**src/hw/rtl/mtsc_pkg.sv**
```systemverilog
// Package for the maze turn steering controller: field widths, register
// indexes and reset values, navigation codes and the controller/datapath
// command and status words. Depends on nothing.
package mtsc_pkg;

  // Default widths of the range and gyro fields.
  localparam int DIST_WIDTH_DEF = 16;
  localparam int RATE_WIDTH_DEF = 24;

  // Configuration port.
  localparam int CFG_IDX_W  = 3;
  localparam int CFG_DATA_W = 22;

  // Fixed field and register widths.
  localparam int WALL_W  = 15;
  localparam int ANGLE_W = 22;
  localparam int TRATE_W = 19;
  localparam int ACCEL_W = 19;
  localparam int GAIN_W  = 16;
  localparam int DT_W    = 16;
  localparam int HEAD_W  = 32;
  localparam int EFF_W   = 32;
  localparam int CRATE_W = 24;
  // The slewed rate never leaves the span of the turn rate register.
  localparam int SLEW_W  = TRATE_W + 1;

  // Register reset values.
  localparam logic [WALL_W-1:0]  WALL_RST  = 15'd819;
  localparam logic [ANGLE_W-1:0] ANGLE_RST = 22'd1646264;
  localparam logic [TRATE_W-1:0] TRATE_RST = 19'd11520;
  localparam logic [ACCEL_W-1:0] ACCEL_RST = 19'd23040;
  localparam logic [GAIN_W-1:0]  GAIN_RST  = 16'd1311;

  // Degree to radian factor, Q0.24, held as a 20-bit signed constant.
  localparam int DEG2RAD_W = 20;
  localparam logic signed [DEG2RAD_W-1:0] DEG2RAD_Q24 = 20'sd292817;

  // Rounding points of the heading increment and of the effort.
  localparam int INC_SHIFT = 28;
  localparam int EFF_SHIFT = 8;

  // Register indexes on the configuration port.
  typedef enum logic [CFG_IDX_W-1:0] {
    REG_WALL_DISTANCE = 3'd0,
    REG_TURN_ANGLE    = 3'd1,
    REG_TURN_RATE     = 3'd2,
    REG_SLEW_LIMIT    = 3'd3,
    REG_YAW_GAIN      = 3'd4
  } cfg_index_t;

  // Navigation codes as shown on the result channel.
  typedef enum logic [1:0] {
    NAV_START   = 2'd0,
    NAV_FORWARD = 2'd1,
    NAV_LEFT    = 2'd2,
    NAV_RIGHT   = 2'd3
  } nav_mode_t;

  // Commands from the controller to the datapath.
  typedef struct packed {
    logic load_in;
    logic first;
    logic mul_b;
    logic mul_c;
    logic load_out;
  } ctrl_cmd_t;

  // Status from the datapath to the controller.
  typedef struct packed {
    logic steer;
  } ctrl_status_t;

endpackage

```
**src/hw/rtl/mtsc_in_if.sv**
```systemverilog
// Input channel of the maze turn steering controller: valid, ready and the
// word of range and gyro fields. Depends on mtsc_pkg for default widths.
interface mtsc_in_if #(
  parameter int DIST_WIDTH = mtsc_pkg::DIST_WIDTH_DEF,
  parameter int RATE_WIDTH = mtsc_pkg::RATE_WIDTH_DEF
);
  logic                          valid;
  logic                          ready;
  logic                          command;
  logic signed [DIST_WIDTH-1:0]  front_distance;
  logic signed [DIST_WIDTH-1:0]  left_distance;
  logic signed [DIST_WIDTH-1:0]  right_distance;
  logic signed [RATE_WIDTH-1:0]  gyro_rate;
  logic [mtsc_pkg::DT_W-1:0]     time_step;

  modport source (
    output valid, command, front_distance, left_distance, right_distance,
           gyro_rate, time_step,
    input  ready
  );

  modport sink (
    input  valid, command, front_distance, left_distance, right_distance,
           gyro_rate, time_step,
    output ready
  );
endinterface

```
**src/hw/rtl/mtsc_out_if.sv**
```systemverilog
// Result channel of the maze turn steering controller: valid, ready and the
// result word. Depends on mtsc_pkg for the field widths.
interface mtsc_out_if;
  logic                               valid;
  logic                               ready;
  logic [1:0]                         nav_state;
  logic signed [mtsc_pkg::EFF_W-1:0]   turn_effort;
  logic signed [mtsc_pkg::HEAD_W-1:0]  heading;
  logic signed [mtsc_pkg::CRATE_W-1:0] commanded_rate;

  modport source (
    output valid, nav_state, turn_effort, heading, commanded_rate,
    input  ready
  );

  modport sink (
    input  valid, nav_state, turn_effort, heading, commanded_rate,
    output ready
  );
endinterface

```
**src/hw/rtl/mtsc_cfg_if.sv**
```systemverilog
// Configuration write channel of the maze turn steering controller:
// valid, ready, register index and write data. Depends on mtsc_pkg.
interface mtsc_cfg_if;
  logic                            valid;
  logic                            ready;
  logic [mtsc_pkg::CFG_IDX_W-1:0]  index;
  logic [mtsc_pkg::CFG_DATA_W-1:0] data;

  modport source (
    output valid, index, data,
    input  ready
  );

  modport sink (
    input  valid, index, data,
    output ready
  );
endinterface

```
**src/hw/rtl/mtsc_ctrl.sv**
```systemverilog
// Sequencing state machine of the maze turn steering controller. It owns
// the input and output handshakes and issues datapath commands. Uses mtsc_pkg.
module mtsc_ctrl (
  input  logic                   clk,
  input  logic                   rst_n,
  input  logic                   in_valid,
  output logic                   in_ready,
  output logic                   out_valid,
  input  logic                   out_ready,
  input  mtsc_pkg::ctrl_status_t status,
  output mtsc_pkg::ctrl_cmd_t    cmd
);

  typedef enum logic [4:0] {
    CS_IDLE  = 5'b00001,
    CS_FIRST = 5'b00010,
    CS_MUL_B = 5'b00100,
    CS_MUL_C = 5'b01000,
    CS_FIN   = 5'b10000
  } ctrl_state_t;

  ctrl_state_t state_r, state_nxt;
  logic        out_valid_r, out_valid_nxt;

  // Next state and commands.
  always_comb begin
    state_nxt = state_r;
    cmd       = '0;
    unique case (state_r)
      CS_IDLE: begin
        if (in_valid) begin
          cmd.load_in = 1'b1;
          state_nxt   = CS_FIRST;
        end
      end
      CS_FIRST: begin
        cmd.first = 1'b1;
        state_nxt = status.steer ? CS_MUL_B : CS_FIN;
      end
      CS_MUL_B: begin
        cmd.mul_b = 1'b1;
        state_nxt = CS_MUL_C;
      end
      CS_MUL_C: begin
        cmd.mul_c = 1'b1;
        state_nxt = CS_FIN;
      end
      CS_FIN: begin
        // The result register takes the word once its previous word is gone.
        if (!out_valid_r || out_ready) begin
          cmd.load_out = 1'b1;
          state_nxt    = CS_IDLE;
        end
      end
      default: begin
        state_nxt = CS_IDLE;
      end
    endcase
  end

  // Output valid flag.
  always_comb begin
    if (cmd.load_out) begin
      out_valid_nxt = 1'b1;
    end else if (out_ready) begin
      out_valid_nxt = 1'b0;
    end else begin
      out_valid_nxt = out_valid_r;
    end
  end

  always_ff @(posedge clk) begin
    if (!rst_n) begin
      state_r     <= CS_IDLE;
      out_valid_r <= 1'b0;
    end else begin
      state_r     <= state_nxt;
      out_valid_r <= out_valid_nxt;
    end
  end

  assign in_ready  = (state_r == CS_IDLE);
  assign out_valid = out_valid_r;

endmodule

```
**src/hw/rtl/mtsc_datapath.sv**
```systemverilog
// Datapath of the maze turn steering controller: configuration registers,
// navigation state, heading integrator, rate slew and effort multiplier,
// and the result register. Commanded by mtsc_ctrl. Uses mtsc_pkg.
module mtsc_datapath #(
  parameter int DIST_WIDTH = mtsc_pkg::DIST_WIDTH_DEF,
  parameter int RATE_WIDTH = mtsc_pkg::RATE_WIDTH_DEF
) (
  input  logic                                 clk,
  input  logic                                 rst_n,
  input  mtsc_pkg::ctrl_cmd_t                  cmd,
  output mtsc_pkg::ctrl_status_t               status,
  // Configuration writes.
  input  logic                                 cfg_we,
  input  logic [mtsc_pkg::CFG_IDX_W-1:0]       cfg_index,
  input  logic [mtsc_pkg::CFG_DATA_W-1:0]      cfg_data,
  // Input word.
  input  logic                                 in_command,
  input  logic signed [DIST_WIDTH-1:0]         in_front_distance,
  input  logic signed [DIST_WIDTH-1:0]         in_left_distance,
  input  logic signed [DIST_WIDTH-1:0]         in_right_distance,
  input  logic signed [RATE_WIDTH-1:0]         in_gyro_rate,
  input  logic [mtsc_pkg::DT_W-1:0]            in_time_step,
  // Result word.
  output logic [1:0]                           out_nav_state,
  output logic signed [mtsc_pkg::EFF_W-1:0]    out_turn_effort,
  output logic signed [mtsc_pkg::HEAD_W-1:0]   out_heading,
  output logic signed [mtsc_pkg::CRATE_W-1:0]  out_commanded_rate
);

  localparam int HEAD_W = mtsc_pkg::HEAD_W;
  localparam int SLEW_W = mtsc_pkg::SLEW_W;
  localparam int DT_W   = mtsc_pkg::DT_W;
  // Gyro times time step, then times the degree to radian factor.
  localparam int P1_W   = RATE_WIDTH + DT_W + 1;
  localparam int RAD_W  = P1_W + mtsc_pkg::DEG2RAD_W;
  localparam int INC_W  = RAD_W + 1 - mtsc_pkg::INC_SHIFT;
  localparam int HSUM_W = ((INC_W > HEAD_W) ? INC_W : HEAD_W) + 1;
  // Slew step: the slew limit times time step, scaled back by 16 bits.
  localparam int SPROD_W = mtsc_pkg::ACCEL_W + DT_W;
  // Rate error and effort product.
  localparam int ERR_W  = ((SLEW_W > RATE_WIDTH) ? SLEW_W : RATE_WIDTH) + 1;
  localparam int EP_W   = ERR_W + mtsc_pkg::GAIN_W + 1;
  localparam int ESH_W  = EP_W + 1 - mtsc_pkg::EFF_SHIFT;
  localparam int ESUM_W = ((ESH_W > mtsc_pkg::EFF_W) ? ESH_W : mtsc_pkg::EFF_W) + 1;
  // Range compare width.
  localparam int CMP_W  = ((DIST_WIDTH > mtsc_pkg::WALL_W) ? DIST_WIDTH
                                                           : mtsc_pkg::WALL_W) + 1;
  localparam int GSUM_W = HEAD_W + 1;

  localparam logic signed [HSUM_W-1:0] HSUM_MAX = {{(HSUM_W-31){1'b0}}, {31{1'b1}}};
  localparam logic signed [HSUM_W-1:0] HSUM_MIN = {{(HSUM_W-31){1'b1}}, {31{1'b0}}};
  localparam logic signed [ESUM_W-1:0] ESUM_MAX = {{(ESUM_W-31){1'b0}}, {31{1'b1}}};
  localparam logic signed [ESUM_W-1:0] ESUM_MIN = {{(ESUM_W-31){1'b1}}, {31{1'b0}}};
  localparam logic signed [GSUM_W-1:0] GSUM_MAX = {2'b00, {31{1'b1}}};
  localparam logic signed [GSUM_W-1:0] GSUM_MIN = {2'b11, {31{1'b0}}};

  // Configuration registers.
  logic [mtsc_pkg::WALL_W-1:0]  wall_r;
  logic [mtsc_pkg::ANGLE_W-1:0] angle_r;
  logic [mtsc_pkg::TRATE_W-1:0] trate_r;
  logic [mtsc_pkg::ACCEL_W-1:0] accel_r;
  logic [mtsc_pkg::GAIN_W-1:0]  gain_r;

  // Input word registers.
  logic                         cmd_r;
  logic signed [DIST_WIDTH-1:0] front_r, left_r, right_r;
  logic signed [RATE_WIDTH-1:0] gyro_r;
  logic [DT_W-1:0]              dt_r;

  // Block state.
  mtsc_pkg::nav_mode_t       mode_r, mode_nxt;
  logic signed [HEAD_W-1:0]  heading_r, heading_nxt;
  logic signed [HEAD_W-1:0]  goal_heading_r, goal_heading_nxt;
  logic signed [SLEW_W-1:0]  goal_rate_r, goal_rate_nxt;
  logic signed [SLEW_W-1:0]  slewed_r, slewed_nxt;

  // Intermediate products.
  logic signed [P1_W-1:0]            p1_r;
  logic signed [RAD_W-1:0]           rad_r;
  logic [mtsc_pkg::ACCEL_W-1:0]      step_r;
  logic signed [EP_W-1:0]            eprod_r;
  logic [SPROD_W-1:0]                sprod;

  // Result register.
  logic [1:0]                          res_nav_r;
  logic signed [mtsc_pkg::EFF_W-1:0]   res_effort_r;
  logic signed [HEAD_W-1:0]            res_heading_r;
  logic signed [mtsc_pkg::CRATE_W-1:0] res_rate_r;

  // Combinational terms.
  logic signed [RAD_W:0]        rad_rnd;
  logic signed [INC_W-1:0]      inc;
  logic signed [HSUM_W-1:0]     hsum;
  logic signed [HEAD_W-1:0]     hsat;
  logic signed [GSUM_W-1:0]     gsum_left, gsum_right;
  logic signed [HEAD_W-1:0]     goal_left, goal_right;
  logic signed [SLEW_W:0]       slew_up, slew_dn, goal_ext;
  logic signed [ERR_W-1:0]      err;
  logic signed [EP_W:0]         eff_rnd;
  logic signed [ESH_W-1:0]      eff_sh;
  logic signed [ESUM_W-1:0]     eff_ext;
  logic signed [mtsc_pkg::EFF_W-1:0] eff_sat;
  logic signed [CMP_W-1:0]      front_ext, wall_ext;
  logic                         near_wall;
  logic signed [SLEW_W-1:0]     trate_ext;

  assign status.steer = cmd_r;

  // Configuration writes; indexes beyond the list are dropped.
  always_ff @(posedge clk) begin
    if (!rst_n) begin
      wall_r  <= mtsc_pkg::WALL_RST;
      angle_r <= mtsc_pkg::ANGLE_RST;
      trate_r <= mtsc_pkg::TRATE_RST;
      accel_r <= mtsc_pkg::ACCEL_RST;
      gain_r  <= mtsc_pkg::GAIN_RST;
    end else if (cfg_we) begin
      unique case (cfg_index)
        mtsc_pkg::REG_WALL_DISTANCE: wall_r  <= cfg_data[mtsc_pkg::WALL_W-1:0];
        mtsc_pkg::REG_TURN_ANGLE:    angle_r <= cfg_data[mtsc_pkg::ANGLE_W-1:0];
        mtsc_pkg::REG_TURN_RATE:     trate_r <= cfg_data[mtsc_pkg::TRATE_W-1:0];
        mtsc_pkg::REG_SLEW_LIMIT:    accel_r <= cfg_data[mtsc_pkg::ACCEL_W-1:0];
        mtsc_pkg::REG_YAW_GAIN:      gain_r  <= cfg_data[mtsc_pkg::GAIN_W-1:0];
        default: begin
        end
      endcase
    end
  end

  // Heading increment, rounded to Q.20 with ties upward, then saturated.
  assign rad_rnd = (RAD_W+1)'(rad_r) + (RAD_W+1)'(1 << (mtsc_pkg::INC_SHIFT - 1));
  assign inc     = rad_rnd[RAD_W:mtsc_pkg::INC_SHIFT];
  assign hsum    = HSUM_W'(inc) + HSUM_W'(heading_r);
  always_comb begin
    if (hsum > HSUM_MAX) begin
      hsat = {1'b0, {31{1'b1}}};
    end else if (hsum < HSUM_MIN) begin
      hsat = {1'b1, {31{1'b0}}};
    end else begin
      hsat = hsum[HEAD_W-1:0];
    end
  end

  // Turn goals either side of the present heading.
  assign gsum_left  = GSUM_W'(heading_r) + $signed({11'd0, angle_r});
  assign gsum_right = GSUM_W'(heading_r) - $signed({11'd0, angle_r});
  always_comb begin
    if (gsum_left > GSUM_MAX) begin
      goal_left = {1'b0, {31{1'b1}}};
    end else begin
      goal_left = gsum_left[HEAD_W-1:0];
    end
    if (gsum_right < GSUM_MIN) begin
      goal_right = {1'b1, {31{1'b0}}};
    end else begin
      goal_right = gsum_right[HEAD_W-1:0];
    end
  end

  // A valid front reading nearer than the threshold.
  assign front_ext = CMP_W'(front_r);
  assign wall_ext  = $signed(CMP_W'(wall_r));
  assign near_wall = (front_ext > $signed(CMP_W'(0))) && (front_ext < wall_ext);
  assign trate_ext = $signed({1'b0, trate_r});

  // Slew candidates, one step toward the goal rate.
  assign slew_up  = (SLEW_W+1)'(slewed_r) + $signed({2'b00, step_r});
  assign slew_dn  = (SLEW_W+1)'(slewed_r) - $signed({2'b00, step_r});
  assign goal_ext = (SLEW_W+1)'(goal_rate_r);

  // Rate error, and the effort rounded to Q.16 with ties upward, saturated.
  assign err     = ERR_W'(slewed_r) - ERR_W'(gyro_r);
  assign eff_rnd = (EP_W+1)'(eprod_r) + (EP_W+1)'(1 << (mtsc_pkg::EFF_SHIFT - 1));
  assign eff_sh  = eff_rnd[EP_W:mtsc_pkg::EFF_SHIFT];
  assign eff_ext = ESUM_W'(eff_sh);
  always_comb begin
    if (eff_ext > ESUM_MAX) begin
      eff_sat = {1'b0, {31{1'b1}}};
    end else if (eff_ext < ESUM_MIN) begin
      eff_sat = {1'b1, {31{1'b0}}};
    end else begin
      eff_sat = eff_ext[mtsc_pkg::EFF_W-1:0];
    end
  end

  assign sprod = accel_r * dt_r;

  // Next values of the block state.
  always_comb begin
    mode_nxt         = mode_r;
    heading_nxt      = heading_r;
    goal_heading_nxt = goal_heading_r;
    goal_rate_nxt    = goal_rate_r;
    slewed_nxt       = slewed_r;

    // Strategy item: step the navigation machine.
    if (cmd.first && !cmd_r) begin
      unique case (mode_r)
        mtsc_pkg::NAV_START: begin
          mode_nxt = mtsc_pkg::NAV_FORWARD;
        end
        mtsc_pkg::NAV_FORWARD: begin
          goal_rate_nxt = '0;
          if (near_wall) begin
            if (left_r > right_r) begin
              mode_nxt         = mtsc_pkg::NAV_LEFT;
              goal_heading_nxt = goal_left;
              goal_rate_nxt    = trate_ext;
            end else begin
              mode_nxt         = mtsc_pkg::NAV_RIGHT;
              goal_heading_nxt = goal_right;
              goal_rate_nxt    = -trate_ext;
            end
          end
        end
        mtsc_pkg::NAV_LEFT: begin
          if (heading_r >= goal_heading_r) begin
            heading_nxt   = goal_heading_r;
            goal_rate_nxt = '0;
            mode_nxt      = mtsc_pkg::NAV_FORWARD;
          end
        end
        mtsc_pkg::NAV_RIGHT: begin
          if (heading_r <= goal_heading_r) begin
            heading_nxt   = goal_heading_r;
            goal_rate_nxt = '0;
            mode_nxt      = mtsc_pkg::NAV_FORWARD;
          end
        end
        default: begin
          mode_nxt = mode_r;
        end
      endcase
    end

    // Steering item, second step: move the commanded rate toward the goal.
    if (cmd.mul_b) begin
      if (slewed_r < goal_rate_r) begin
        slewed_nxt = (slew_up > goal_ext) ? goal_rate_r : slew_up[SLEW_W-1:0];
      end else if (slewed_r > goal_rate_r) begin
        slewed_nxt = (slew_dn < goal_ext) ? goal_rate_r : slew_dn[SLEW_W-1:0];
      end
    end

    // Steering item, third step: integrate the heading.
    if (cmd.mul_c) begin
      heading_nxt = hsat;
    end
  end

  // Block state registers.
  always_ff @(posedge clk) begin
    if (!rst_n) begin
      mode_r         <= mtsc_pkg::NAV_START;
      heading_r      <= '0;
      goal_heading_r <= '0;
      goal_rate_r    <= '0;
      slewed_r       <= '0;
    end else begin
      mode_r         <= mode_nxt;
      heading_r      <= heading_nxt;
      goal_heading_r <= goal_heading_nxt;
      goal_rate_r    <= goal_rate_nxt;
      slewed_r       <= slewed_nxt;
    end
  end

  // Input word capture and the multiply chain.
  always_ff @(posedge clk) begin
    if (cmd.load_in) begin
      cmd_r   <= in_command;
      front_r <= in_front_distance;
      left_r  <= in_left_distance;
      right_r <= in_right_distance;
      gyro_r  <= in_gyro_rate;
      dt_r    <= in_time_step;
    end
    if (cmd.first) begin
      p1_r   <= gyro_r * $signed({1'b0, dt_r});
      step_r <= sprod[SPROD_W-1:DT_W];
    end
    if (cmd.mul_b) begin
      rad_r <= p1_r * mtsc_pkg::DEG2RAD_Q24;
    end
    if (cmd.mul_c) begin
      eprod_r <= err * $signed({1'b0, gain_r});
    end
  end

  // Result register.
  always_ff @(posedge clk) begin
    if (cmd.load_out) begin
      res_nav_r     <= mode_r;
      res_effort_r  <= cmd_r ? eff_sat : '0;
      res_heading_r <= heading_r;
      res_rate_r    <= mtsc_pkg::CRATE_W'(slewed_r);
    end
  end

  assign out_nav_state      = res_nav_r;
  assign out_turn_effort    = res_effort_r;
  assign out_heading        = res_heading_r;
  assign out_commanded_rate = res_rate_r;

endmodule

```
**src/hw/rtl/maze_turn_steering_controller.sv**
```systemverilog
// Maze turn steering controller. A strategy word passes the controller
// states FIRST and FIN after it is accepted, a steering word FIRST, MUL_B,
// MUL_C and FIN; the result register is loaded in FIN and the input is ready
// again the cycle after, so only one word is in work at a time. A steering
// word runs through the chain of three registered multiplies (gyro by time
// step, by the degree to radian factor, then rate error by gain). A waiting
// result only holds the last step of the next word. Configuration writes are
// taken in every cycle.
// Depends on mtsc_pkg, the three channel interfaces, mtsc_ctrl and
// mtsc_datapath.
module maze_turn_steering_controller #(
  parameter int DIST_WIDTH = mtsc_pkg::DIST_WIDTH_DEF,
  parameter int RATE_WIDTH = mtsc_pkg::RATE_WIDTH_DEF
) (
  input logic        clk,
  input logic        rst_n,
  mtsc_in_if.sink    in_ch,
  mtsc_out_if.source out_ch,
  mtsc_cfg_if.sink   cfg_ch
);

  mtsc_pkg::ctrl_cmd_t    cmd;
  mtsc_pkg::ctrl_status_t status;
  logic                   cfg_we;

  // Configuration writes never stall.
  assign cfg_ch.ready = 1'b1;
  assign cfg_we       = cfg_ch.valid;

  mtsc_ctrl u_ctrl (
    .clk       (clk),
    .rst_n     (rst_n),
    .in_valid  (in_ch.valid),
    .in_ready  (in_ch.ready),
    .out_valid (out_ch.valid),
    .out_ready (out_ch.ready),
    .status    (status),
    .cmd       (cmd)
  );

  mtsc_datapath #(
    .DIST_WIDTH (DIST_WIDTH),
    .RATE_WIDTH (RATE_WIDTH)
  ) u_datapath (
    .clk                (clk),
    .rst_n              (rst_n),
    .cmd                (cmd),
    .status             (status),
    .cfg_we             (cfg_we),
    .cfg_index          (cfg_ch.index),
    .cfg_data           (cfg_ch.data),
    .in_command         (in_ch.command),
    .in_front_distance  (in_ch.front_distance),
    .in_left_distance   (in_ch.left_distance),
    .in_right_distance  (in_ch.right_distance),
    .in_gyro_rate       (in_ch.gyro_rate),
    .in_time_step       (in_ch.time_step),
    .out_nav_state      (out_ch.nav_state),
    .out_turn_effort    (out_ch.turn_effort),
    .out_heading        (out_ch.heading),
    .out_commanded_rate (out_ch.commanded_rate)
  );

endmodule

```
**src/flat_wrapper.sv**
```systemverilog
// flat-port wrapper written by rule: the top's interface ports become plain ports
module maze_turn_steering_controller_flat 
#(
  parameter int DIST_WIDTH = mtsc_pkg::DIST_WIDTH_DEF,
  parameter int RATE_WIDTH = mtsc_pkg::RATE_WIDTH_DEF
)
  (clk, rst_n, in_ch_valid, in_ch_command, in_ch_front_distance, in_ch_left_distance, in_ch_right_distance, in_ch_gyro_rate, in_ch_time_step, in_ch_ready, out_ch_valid, out_ch_nav_state, out_ch_turn_effort, out_ch_heading, out_ch_commanded_rate, out_ch_ready, cfg_ch_valid, cfg_ch_index, cfg_ch_data, cfg_ch_ready);
  mtsc_in_if #(.DIST_WIDTH(DIST_WIDTH), .RATE_WIDTH(RATE_WIDTH)) in_ch_i ();
  mtsc_out_if out_ch_i ();
  mtsc_cfg_if cfg_ch_i ();
  input logic clk;
  input logic rst_n;
  input wire logic [$bits(in_ch_i.valid)-1:0] in_ch_valid;
  input wire logic [$bits(in_ch_i.command)-1:0] in_ch_command;
  input wire logic [$bits(in_ch_i.front_distance)-1:0] in_ch_front_distance;
  input wire logic [$bits(in_ch_i.left_distance)-1:0] in_ch_left_distance;
  input wire logic [$bits(in_ch_i.right_distance)-1:0] in_ch_right_distance;
  input wire logic [$bits(in_ch_i.gyro_rate)-1:0] in_ch_gyro_rate;
  input wire logic [$bits(in_ch_i.time_step)-1:0] in_ch_time_step;
  output wire logic [$bits(in_ch_i.ready)-1:0] in_ch_ready;
  output wire logic [$bits(out_ch_i.valid)-1:0] out_ch_valid;
  output wire logic [$bits(out_ch_i.nav_state)-1:0] out_ch_nav_state;
  output wire logic [$bits(out_ch_i.turn_effort)-1:0] out_ch_turn_effort;
  output wire logic [$bits(out_ch_i.heading)-1:0] out_ch_heading;
  output wire logic [$bits(out_ch_i.commanded_rate)-1:0] out_ch_commanded_rate;
  input wire logic [$bits(out_ch_i.ready)-1:0] out_ch_ready;
  input wire logic [$bits(cfg_ch_i.valid)-1:0] cfg_ch_valid;
  input wire logic [$bits(cfg_ch_i.index)-1:0] cfg_ch_index;
  input wire logic [$bits(cfg_ch_i.data)-1:0] cfg_ch_data;
  output wire logic [$bits(cfg_ch_i.ready)-1:0] cfg_ch_ready;
  assign in_ch_i.valid = in_ch_valid;
  assign in_ch_i.command = in_ch_command;
  assign in_ch_i.front_distance = in_ch_front_distance;
  assign in_ch_i.left_distance = in_ch_left_distance;
  assign in_ch_i.right_distance = in_ch_right_distance;
  assign in_ch_i.gyro_rate = in_ch_gyro_rate;
  assign in_ch_i.time_step = in_ch_time_step;
  assign in_ch_ready = in_ch_i.ready;
  assign out_ch_valid = out_ch_i.valid;
  assign out_ch_nav_state = out_ch_i.nav_state;
  assign out_ch_turn_effort = out_ch_i.turn_effort;
  assign out_ch_heading = out_ch_i.heading;
  assign out_ch_commanded_rate = out_ch_i.commanded_rate;
  assign out_ch_i.ready = out_ch_ready;
  assign cfg_ch_i.valid = cfg_ch_valid;
  assign cfg_ch_i.index = cfg_ch_index;
  assign cfg_ch_i.data = cfg_ch_data;
  assign cfg_ch_ready = cfg_ch_i.ready;
  maze_turn_steering_controller #(.DIST_WIDTH(DIST_WIDTH), .RATE_WIDTH(RATE_WIDTH)) u_core (.clk(clk), .rst_n(rst_n), .in_ch(in_ch_i), .out_ch(out_ch_i), .cfg_ch(cfg_ch_i));
endmodule
```
**config.mk**
```make
export PLATFORM = sky130hd
export DESIGN_NAME = maze_turn_steering_controller_flat
export DESIGN_NICKNAME = d
export VERILOG_FILES = /design/src/hw/rtl/mtsc_pkg.sv /design/src/hw/rtl/mtsc_in_if.sv /design/src/hw/rtl/mtsc_out_if.sv /design/src/hw/rtl/mtsc_cfg_if.sv /design/src/hw/rtl/mtsc_ctrl.sv /design/src/hw/rtl/mtsc_datapath.sv /design/src/hw/rtl/maze_turn_steering_controller.sv /design/src/flat_wrapper.sv
export SDC_FILE = /design/constraint.sdc
export NUM_CORES = 2
export LEC_CHECK = 0
export ABC_CLOCK_PERIOD_IN_PS = 27900
export BUFFER_PORTS_ARGS = -buffer_cell sky130_fd_sc_hd__buf_4
export CORE_ASPECT_RATIO = 1.4
export CORE_UTILIZATION = 40
export CTS_CLUSTER_SIZE = 10
export DETAILED_ROUTE_END_ITERATION = 6
export PLACE_DENSITY_LB_ADDON = 0.05
export SLEW_MARGIN = 5
export SYNTH_ARGS = -nofsm -noshare
export SYNTH_HDL_FRONTEND = slang
export SYNTH_SLANG_ARGS = --single-unit
```
**constraint.sdc**
```tcl
create_clock -name clk -period 27.9 [get_ports clk]
set_input_delay 5.58 -clock clk [delete_from_list [all_inputs] [get_ports clk]]
set_output_delay 5.58 -clock clk [all_outputs]
set_load 0.01 [all_outputs]
```
# --- After elaboration in Yosys (flattened, before gate mapping) ---
# Cells that the tools add are included.
classes:
  add_sub_neg: 9
  n_mul: 4
  magnitude_cmp: 15
  n_eq_ne: 19
  n_mux: 39
  bitwise: 1
  reduce_logical: 24
op_table:
  columns: ["cell", "count"]
  rows:
  - ["32-bit two-way mux", 10]
  - ["20-bit two-way mux", 8]
  - ["35-bit by 32-bit greater-than comparator with 1-bit output (second input constant)", 2]
  - ["35-bit by 32-bit less-than comparator with 1-bit output (second input constant)", 2]
  - ["32-bit case mux with 2 select lines", 1]
  - ["61-bit by 29-bit adder with 62-bit output (second input constant)", 1]
  - ["41-bit by 20-bit multiplier with 61-bit output (second input constant)", 1]
  - ["20-bit case mux with 3 select lines", 1]
  - ["42-bit by 9-bit adder with 43-bit output (second input constant)", 1]
  - ["25-bit by 17-bit multiplier with 42-bit output", 1]
  - ["24-bit by 17-bit multiplier with 41-bit output", 1]
  - ["34-bit by 32-bit adder with 35-bit output", 1]
  - ["19-bit by 16-bit multiplier with 35-bit output", 1]
  - ["32-bit by 23-bit adder with 33-bit output", 1]
  - ["33-bit by 32-bit greater-than comparator with 1-bit output (second input constant)", 1]
  - ["33-bit by 32-bit less-than comparator with 1-bit output (second input constant)", 1]
  - ["32-bit by 23-bit subtractor with 33-bit output", 1]
  - ["32-bit greater-or-equal comparator", 1]
  - ["32-bit less-or-equal comparator", 1]
  - ["31-bit two-way mux", 1]
  - ["5-bit case mux with 5 select lines", 1]
  - ["20-bit by 24-bit subtractor with 25-bit output", 1]
  - ["20-bit by 20-bit adder with 21-bit output", 1]
  - ["21-bit by 20-bit greater-than comparator with 1-bit output", 1]
  - ["other kinds (36)", 69]
totals:
  reg_bits: 541
  in_bits: 119
  out_inout_bits: 93
  elab_cells: 138

# --- Longest topological paths before layout ---
logic_depth:
  word_depth: 6
  mapped_depth: 40
  ltp_nobuf: 39

# --- Modules after synthesis ---
# A second synthesis with hierarchy kept.
unflattened:
  hier_cells: 8924
  area_unflattened_um2: 82256.4
modules_own_cells:
  columns: ["mod", "instances", "cells_each", "area_per_inst_um2", "seq_area_each_um2"]
  rows:
  - ["mtsc_datapath", 1, 8890, 81947.3, 13072.5]
  - ["mtsc_ctrl", 1, 32, 297.8, 120.1]
  - ["maze_turn_steering_controller", 1, 2, 11.3, 0.0]

# --- Worst setup path before layout ---
# Ideal clock, no wire load.
synth_timing:
  path_kind: "input to register"
  from: "input out_ch_ready"
  to: "register u_core.u_datapath.res_rate_r, in the netlist u_core.u_datapath.out_commanded_rate[0], enable pin"
  setup_ps: 541
  arrival_time_ps: 9525
  required_time_ps: 27359
  path_slack_ps: 17834
  cell_stages: 2
  path_buffers: 0
  cell_sequence: "nand2b_1 > nor2b_1"
synth_lines:
  columns: ["item", "line", "text"]
  rows:
  - ["start, declared", "flat_wrapper.sv:26", "input wire logic [$bits(out_ch_i.ready)-1:0] out_ch_ready;"]
  - ["end signal, assigned", "mtsc_datapath.sv:296", "res_rate_r <= mtsc_pkg::CRATE_W'(slewed_r);"]
  - ["end, declared", "mtsc_datapath.sv:88", "logic signed [mtsc_pkg::CRATE_W-1:0] res_rate_r;"]

# --- Worst setup path in the final report ---
layout_timing:
  from: "register u_core.u_datapath.gyro_r[1]"
  to: "register u_core.u_datapath.eprod_r[41], data pin"
layout_between:
  elab_chain_cells: 2
layout_rtl:
  columns: ["item", "line", "text"]
  rows:
  - ["start, declared", "mtsc_datapath.sv:67", "logic signed [RATE_WIDTH-1:0] gyro_r;"]
  - ["start signal, assigned", "mtsc_datapath.sv:275", "gyro_r <= in_gyro_rate;"]
  - ["20-bit by 24-bit subtractor with 25-bit output", "mtsc_datapath.sv:172", "assign err = ERR_W'(slewed_r) - ERR_W'(gyro_r);"]
  - ["25-bit by 17-bit multiplier with 42-bit output", "mtsc_datapath.sv:286", "eprod_r <= err * $signed({1'b0, gain_r});"]
  - ["end signal, assigned", "mtsc_datapath.sv:286", null]
  - ["end, declared", "mtsc_datapath.sv:81", "logic signed [EP_W-1:0] eprod_r;"]
# No other way between the ends.
# A chain may end at the register's enable or synchronous reset.

==> run summary <==
OUTCOME
--------------------------------------------------------------------------------------
Status                                                                    complete, but fails checks
Violations in the final reports                                           design-rule violations

YOSYS
--------------------------------------------------------------------------------------
Count of cell types in the netlist                                                  99
Seq/Total Area, Yosys                                                            0.163
Register bit total from synthesis                                                  507
Synthesized area                                                             81100 um2
Leading register cell type out of synthesis                               sky130_fd_sc_hd__edfxtp_1
Post-Syn Nets                                                                    11100
FFs w/ async S/R, synth                                                              0
Total number of yosys warnings                                                       0
Gate count of the mapped netlist                                                  8723
Mapped Avg Cell Area                                                          9.29 um2
Number of synthesized flops with an enable pin                                     304

STA
--------------------------------------------------------------------------------------
Fin. max-slew vios                                                                   0
Max Clock Skew                                                               0.0500 ns
Hold Fails Final Rpt                                                                 0
Setup-violating endpoint count in the final report                                   0
Worst slew slack as a fraction of its limit                                      0.185
Least-Margin Pin Slew                                                          1.22 ns
Sum of negative setup slack                                                       0 ns
Post-route clock period utilization                                              0.366
Fmax                                                                          98.0 MHz
Fin crit period                                                               10.21 ns
Unrepaired setup endpoints after global routing                                  false

DRT
--------------------------------------------------------------------------------------
First-pass iteration count of the detailed router                                    7
Final Routed Wirelength                                                         244 mm
DRC violations left                                                                 92
Number of nets with antenna violations after routing                                 0
Vias after detailed routing                                                      59300
Via density                                                                       5.16
1st-iter DRT viols                                                                3145
Wirelength per Cell                                                            21.2 um

WORST HOLD PATH
--------------------------------------------------------------------------------------
Type of the worst min-delay path                                            reg -> reg

WORST SETUP PATH
--------------------------------------------------------------------------------------
Number of buffer and inverter instances along the worst setup path                   4
Data arrival time at the worst-slack endpoint                                 10.62 ns
Required time of the critical path                                            28.31 ns
Critical path launch point type                                               register
Slack of the worst reg-to-reg path                                            17.69 ns
Type of element capturing the critical path                                   register
Largest stage delay on the critical path                                       0.81 ns
Cell family contributing the most delay on the critical path              compound AO/OA/AOI/OAI gates
Max stage delay cell, worst path                                          sky130_fd_sc_hd__edfxtp_1
Category of the critical setup timing path                                  reg -> reg
Worst-path maximum fanout                                                           17
Most frequent cell on the critical path                                   sky130_fd_sc_hd__fa_1

GLOBAL ROUTE
--------------------------------------------------------------------------------------
Via count of the first global-routing pass                                       64000
Overall track demand over capacity in global routing                             0.242
Global route total overflow                                                          0
Global-route wire length before repair                                          379 mm
Number of antenna violations at the first check in global routing                   16
Maximum number of pins on one net before global-route repair                        78

FLOORPLAN
--------------------------------------------------------------------------------------
Row Count                                                                          195
Die area                                                                    205000 um2
Die height                                                                      535 um
Die width                                                                       382 um
Core area                                                                   202000 um2
Number of I/O pins                                                                 212
Initial Utilization                                                              0.402

CTS
--------------------------------------------------------------------------------------
Number of instances resized during post-cts repair                                   0
CTS Buf Count                                                                       67
Clock slew at the register clock pins of the worst setup and hold paths        0.06 ns
Deepest clock path buffer count                                                      3
H-tree levels                                                                        3
Sink Count                                                                         507
Hold buffer count at CTS                                                             0
Source-to-sink clock delay at the later pin of the worst-skew pair             0.69 ns
Count of buffers added by post-CTS timing repair for setup                           0
CTS tree                                                                           yes
Buffer cell driving the clock tree root                                   sky130_fd_sc_hd__clkbuf_16

CELLS AND AREA
--------------------------------------------------------------------------------------
Fraction of final layout cells sized beyond drive strength 1                    0.0540
Final #Nets                                                                      11200
Highest-count cells in the layout ignoring fill and taps                  sky130_fd_sc_hd__inv_1, sky130_fd_sc_hd__fa_1, sky130_fd_sc_hd__nand2_1, sky130_fd_sc_hd__ha_1, sky130_fd_sc_hd__and2_1
Most common cell after layout, fill and taps aside                        sky130_fd_sc_hd__inv_1
Layout-stage area growth over the synthesis result                               8.31%

PLACEMENT
--------------------------------------------------------------------------------------
Routability congestion estimate                                                  0.884
Half-perimeter wire length of the detailed placement result                     197 mm
Number of port buffers                                                             210

JOB
--------------------------------------------------------------------------------------
Maximum Capacitance Violations                                                       0

[stage by stage]
step           instance area, um2  hold WS (ns)  utilization  worst slack (ns)  std cells
3_5_place_dp                85700         0.447        0.425             17.69      11400
2_1_floorplan               81100         0.425            -             17.83       8723
5_1_grt                     87800         0.476        0.436             17.06      11500
4_1_cts                     87800         0.460        0.436             17.68      11500
6_report                    87800         0.454        0.436             17.69      11500
3_3_place_gp                85700         0.442        0.425             17.75      11400
[sequential cells by signal, summed over array words and instances (netlist names), 24 cells and up]
register                           cells
u_core.u_datapath.out_heading         32
u_core.u_datapath.gyro_r              24
u_core.u_datapath.rad_r               34
u_core.u_datapath.heading_r           32
u_core.u_datapath.out_turn_effort     32
u_core.u_datapath.eprod_r             35
u_core.u_datapath.goal_heading_r      32
u_core.u_datapath.p1_r                41
[worst register-to-register path, delay by kind of cell, from the launching register on]
family | cells | cell delay, ns
adders and majority gates | 8 | 3.74
DFF | 1 | 0.81
xor gates and xnor gates | 1 | 0.14
and+or+nand+nor | 6 | 1.07
buffers and inverters | 4 | 0.34
AOI/OAI and AO/OA | 14 | 3.82
[synth_stat cells, types with 9 or more instances]
cell type,n,area share
sky130_fd_sc_hd__o21a_1,47,0.0044
sky130_fd_sc_hd__o21ai_0,181,0.011
sky130_fd_sc_hd__nand2b_1,62,0.0048
sky130_fd_sc_hd__dfxtp_1,203,0.050
sky130_fd_sc_hd__or3_1,19,0.0015
sky130_fd_sc_hd__clkbuf_1,287,0.013
sky130_fd_sc_hd__nand4_1,57,0.0044
sky130_fd_sc_hd__and3_1,40,0.0031
sky130_fd_sc_hd__nor4_1,30,0.0023
sky130_fd_sc_hd__or2_2,13,0.0010
sky130_fd_sc_hd__a21o_1,118,0.011
sky130_fd_sc_hd__o211ai_1,44,0.0041
sky130_fd_sc_hd__nor2b_1,70,0.0054
sky130_fd_sc_hd__nand3b_1,17,0.0016
sky130_fd_sc_hd__inv_1,1959,0.091
sky130_fd_sc_hd__and4_1,12,0.0013
sky130_fd_sc_hd__xor2_1,111,0.012
sky130_fd_sc_hd__o2111ai_1,11,0.0012
sky130_fd_sc_hd__and3b_1,11,0.0012
sky130_fd_sc_hd__o31ai_1,40,0.0037
sky130_fd_sc_hd__a211oi_1,32,0.0030
sky130_fd_sc_hd__o21bai_1,32,0.0030
sky130_fd_sc_hd__a31oi_1,39,0.0030
sky130_fd_sc_hd__edfxtp_1,304,0.11
sky130_fd_sc_hd__nor2_1,232,0.011
sky130_fd_sc_hd__nand3_1,117,0.0072
sky130_fd_sc_hd__nand2_1,1013,0.047
sky130_fd_sc_hd__nor3_1,111,0.0069
sky130_fd_sc_hd__ha_1,868,0.13
sky130_fd_sc_hd__a22o_1,9,0.00097
sky130_fd_sc_hd__a221oi_1,13,0.0014
sky130_fd_sc_hd__xnor2_1,229,0.025
sky130_fd_sc_hd__mux2i_1,10,0.0012
sky130_fd_sc_hd__buf_1,12,0.00056
sky130_fd_sc_hd__buf_2,14,0.00086
sky130_fd_sc_hd__fa_1,1371,0.34
sky130_fd_sc_hd__and2_1,413,0.032
sky130_fd_sc_hd__a2111oi_0,25,0.0027
sky130_fd_sc_hd__a21oi_1,389,0.024
[kinds of logic after synthesis]
logic type,synth area share
xor gates and xnor gates,0.0367
muxes,0.00165
and+or+nand+nor,0.132
adders and majority gates,0.472
other,0.0000463
buffers and inverters,0.106
AOI/OAI and AO/OA,0.0877
DFF,0.163
[layout make-up]
cell class	count	area [um2]
tap	2659	3330
multi-input combinational	5933	59300
fill	20000	114000
sequential	507	13200
inverter	1961	7360
clock buffer	95	1840
timing repair buffer	328	2460
antenna	5	12.5
clock inverter	21	264
[per-layer routing]
layer  vias up  wire length (um)  track usage
met5         -                 0            0
met4         0              6760       0.0666
met3       327              9060       0.0211
met2      1253            125000        0.441
met1     30300            103000        0.305
li1      27500                 -            -
[worst paths after layout]
| check | to | startpoint | cells past startpoint |
|---|---|---|---|
| setup / recovery | u_core.u_datapath.eprod_r[41] | u_core.u_datapath.gyro_r[1] | 33 |
| hold / removal | u_core.u_datapath.gain_r[11] | u_core.u_datapath.gain_r[11] | 2 |
| setup reg to reg | u_core.u_datapath.eprod_r[41] | u_core.u_datapath.gyro_r[1] | 33 |
| hold reg to reg | u_core.u_datapath.gain_r[11] | u_core.u_datapath.gain_r[11] | 2 |
Power is not shown: default switching activity piles up to over one toggle a cycle in this logic, so the estimate is an artifact.
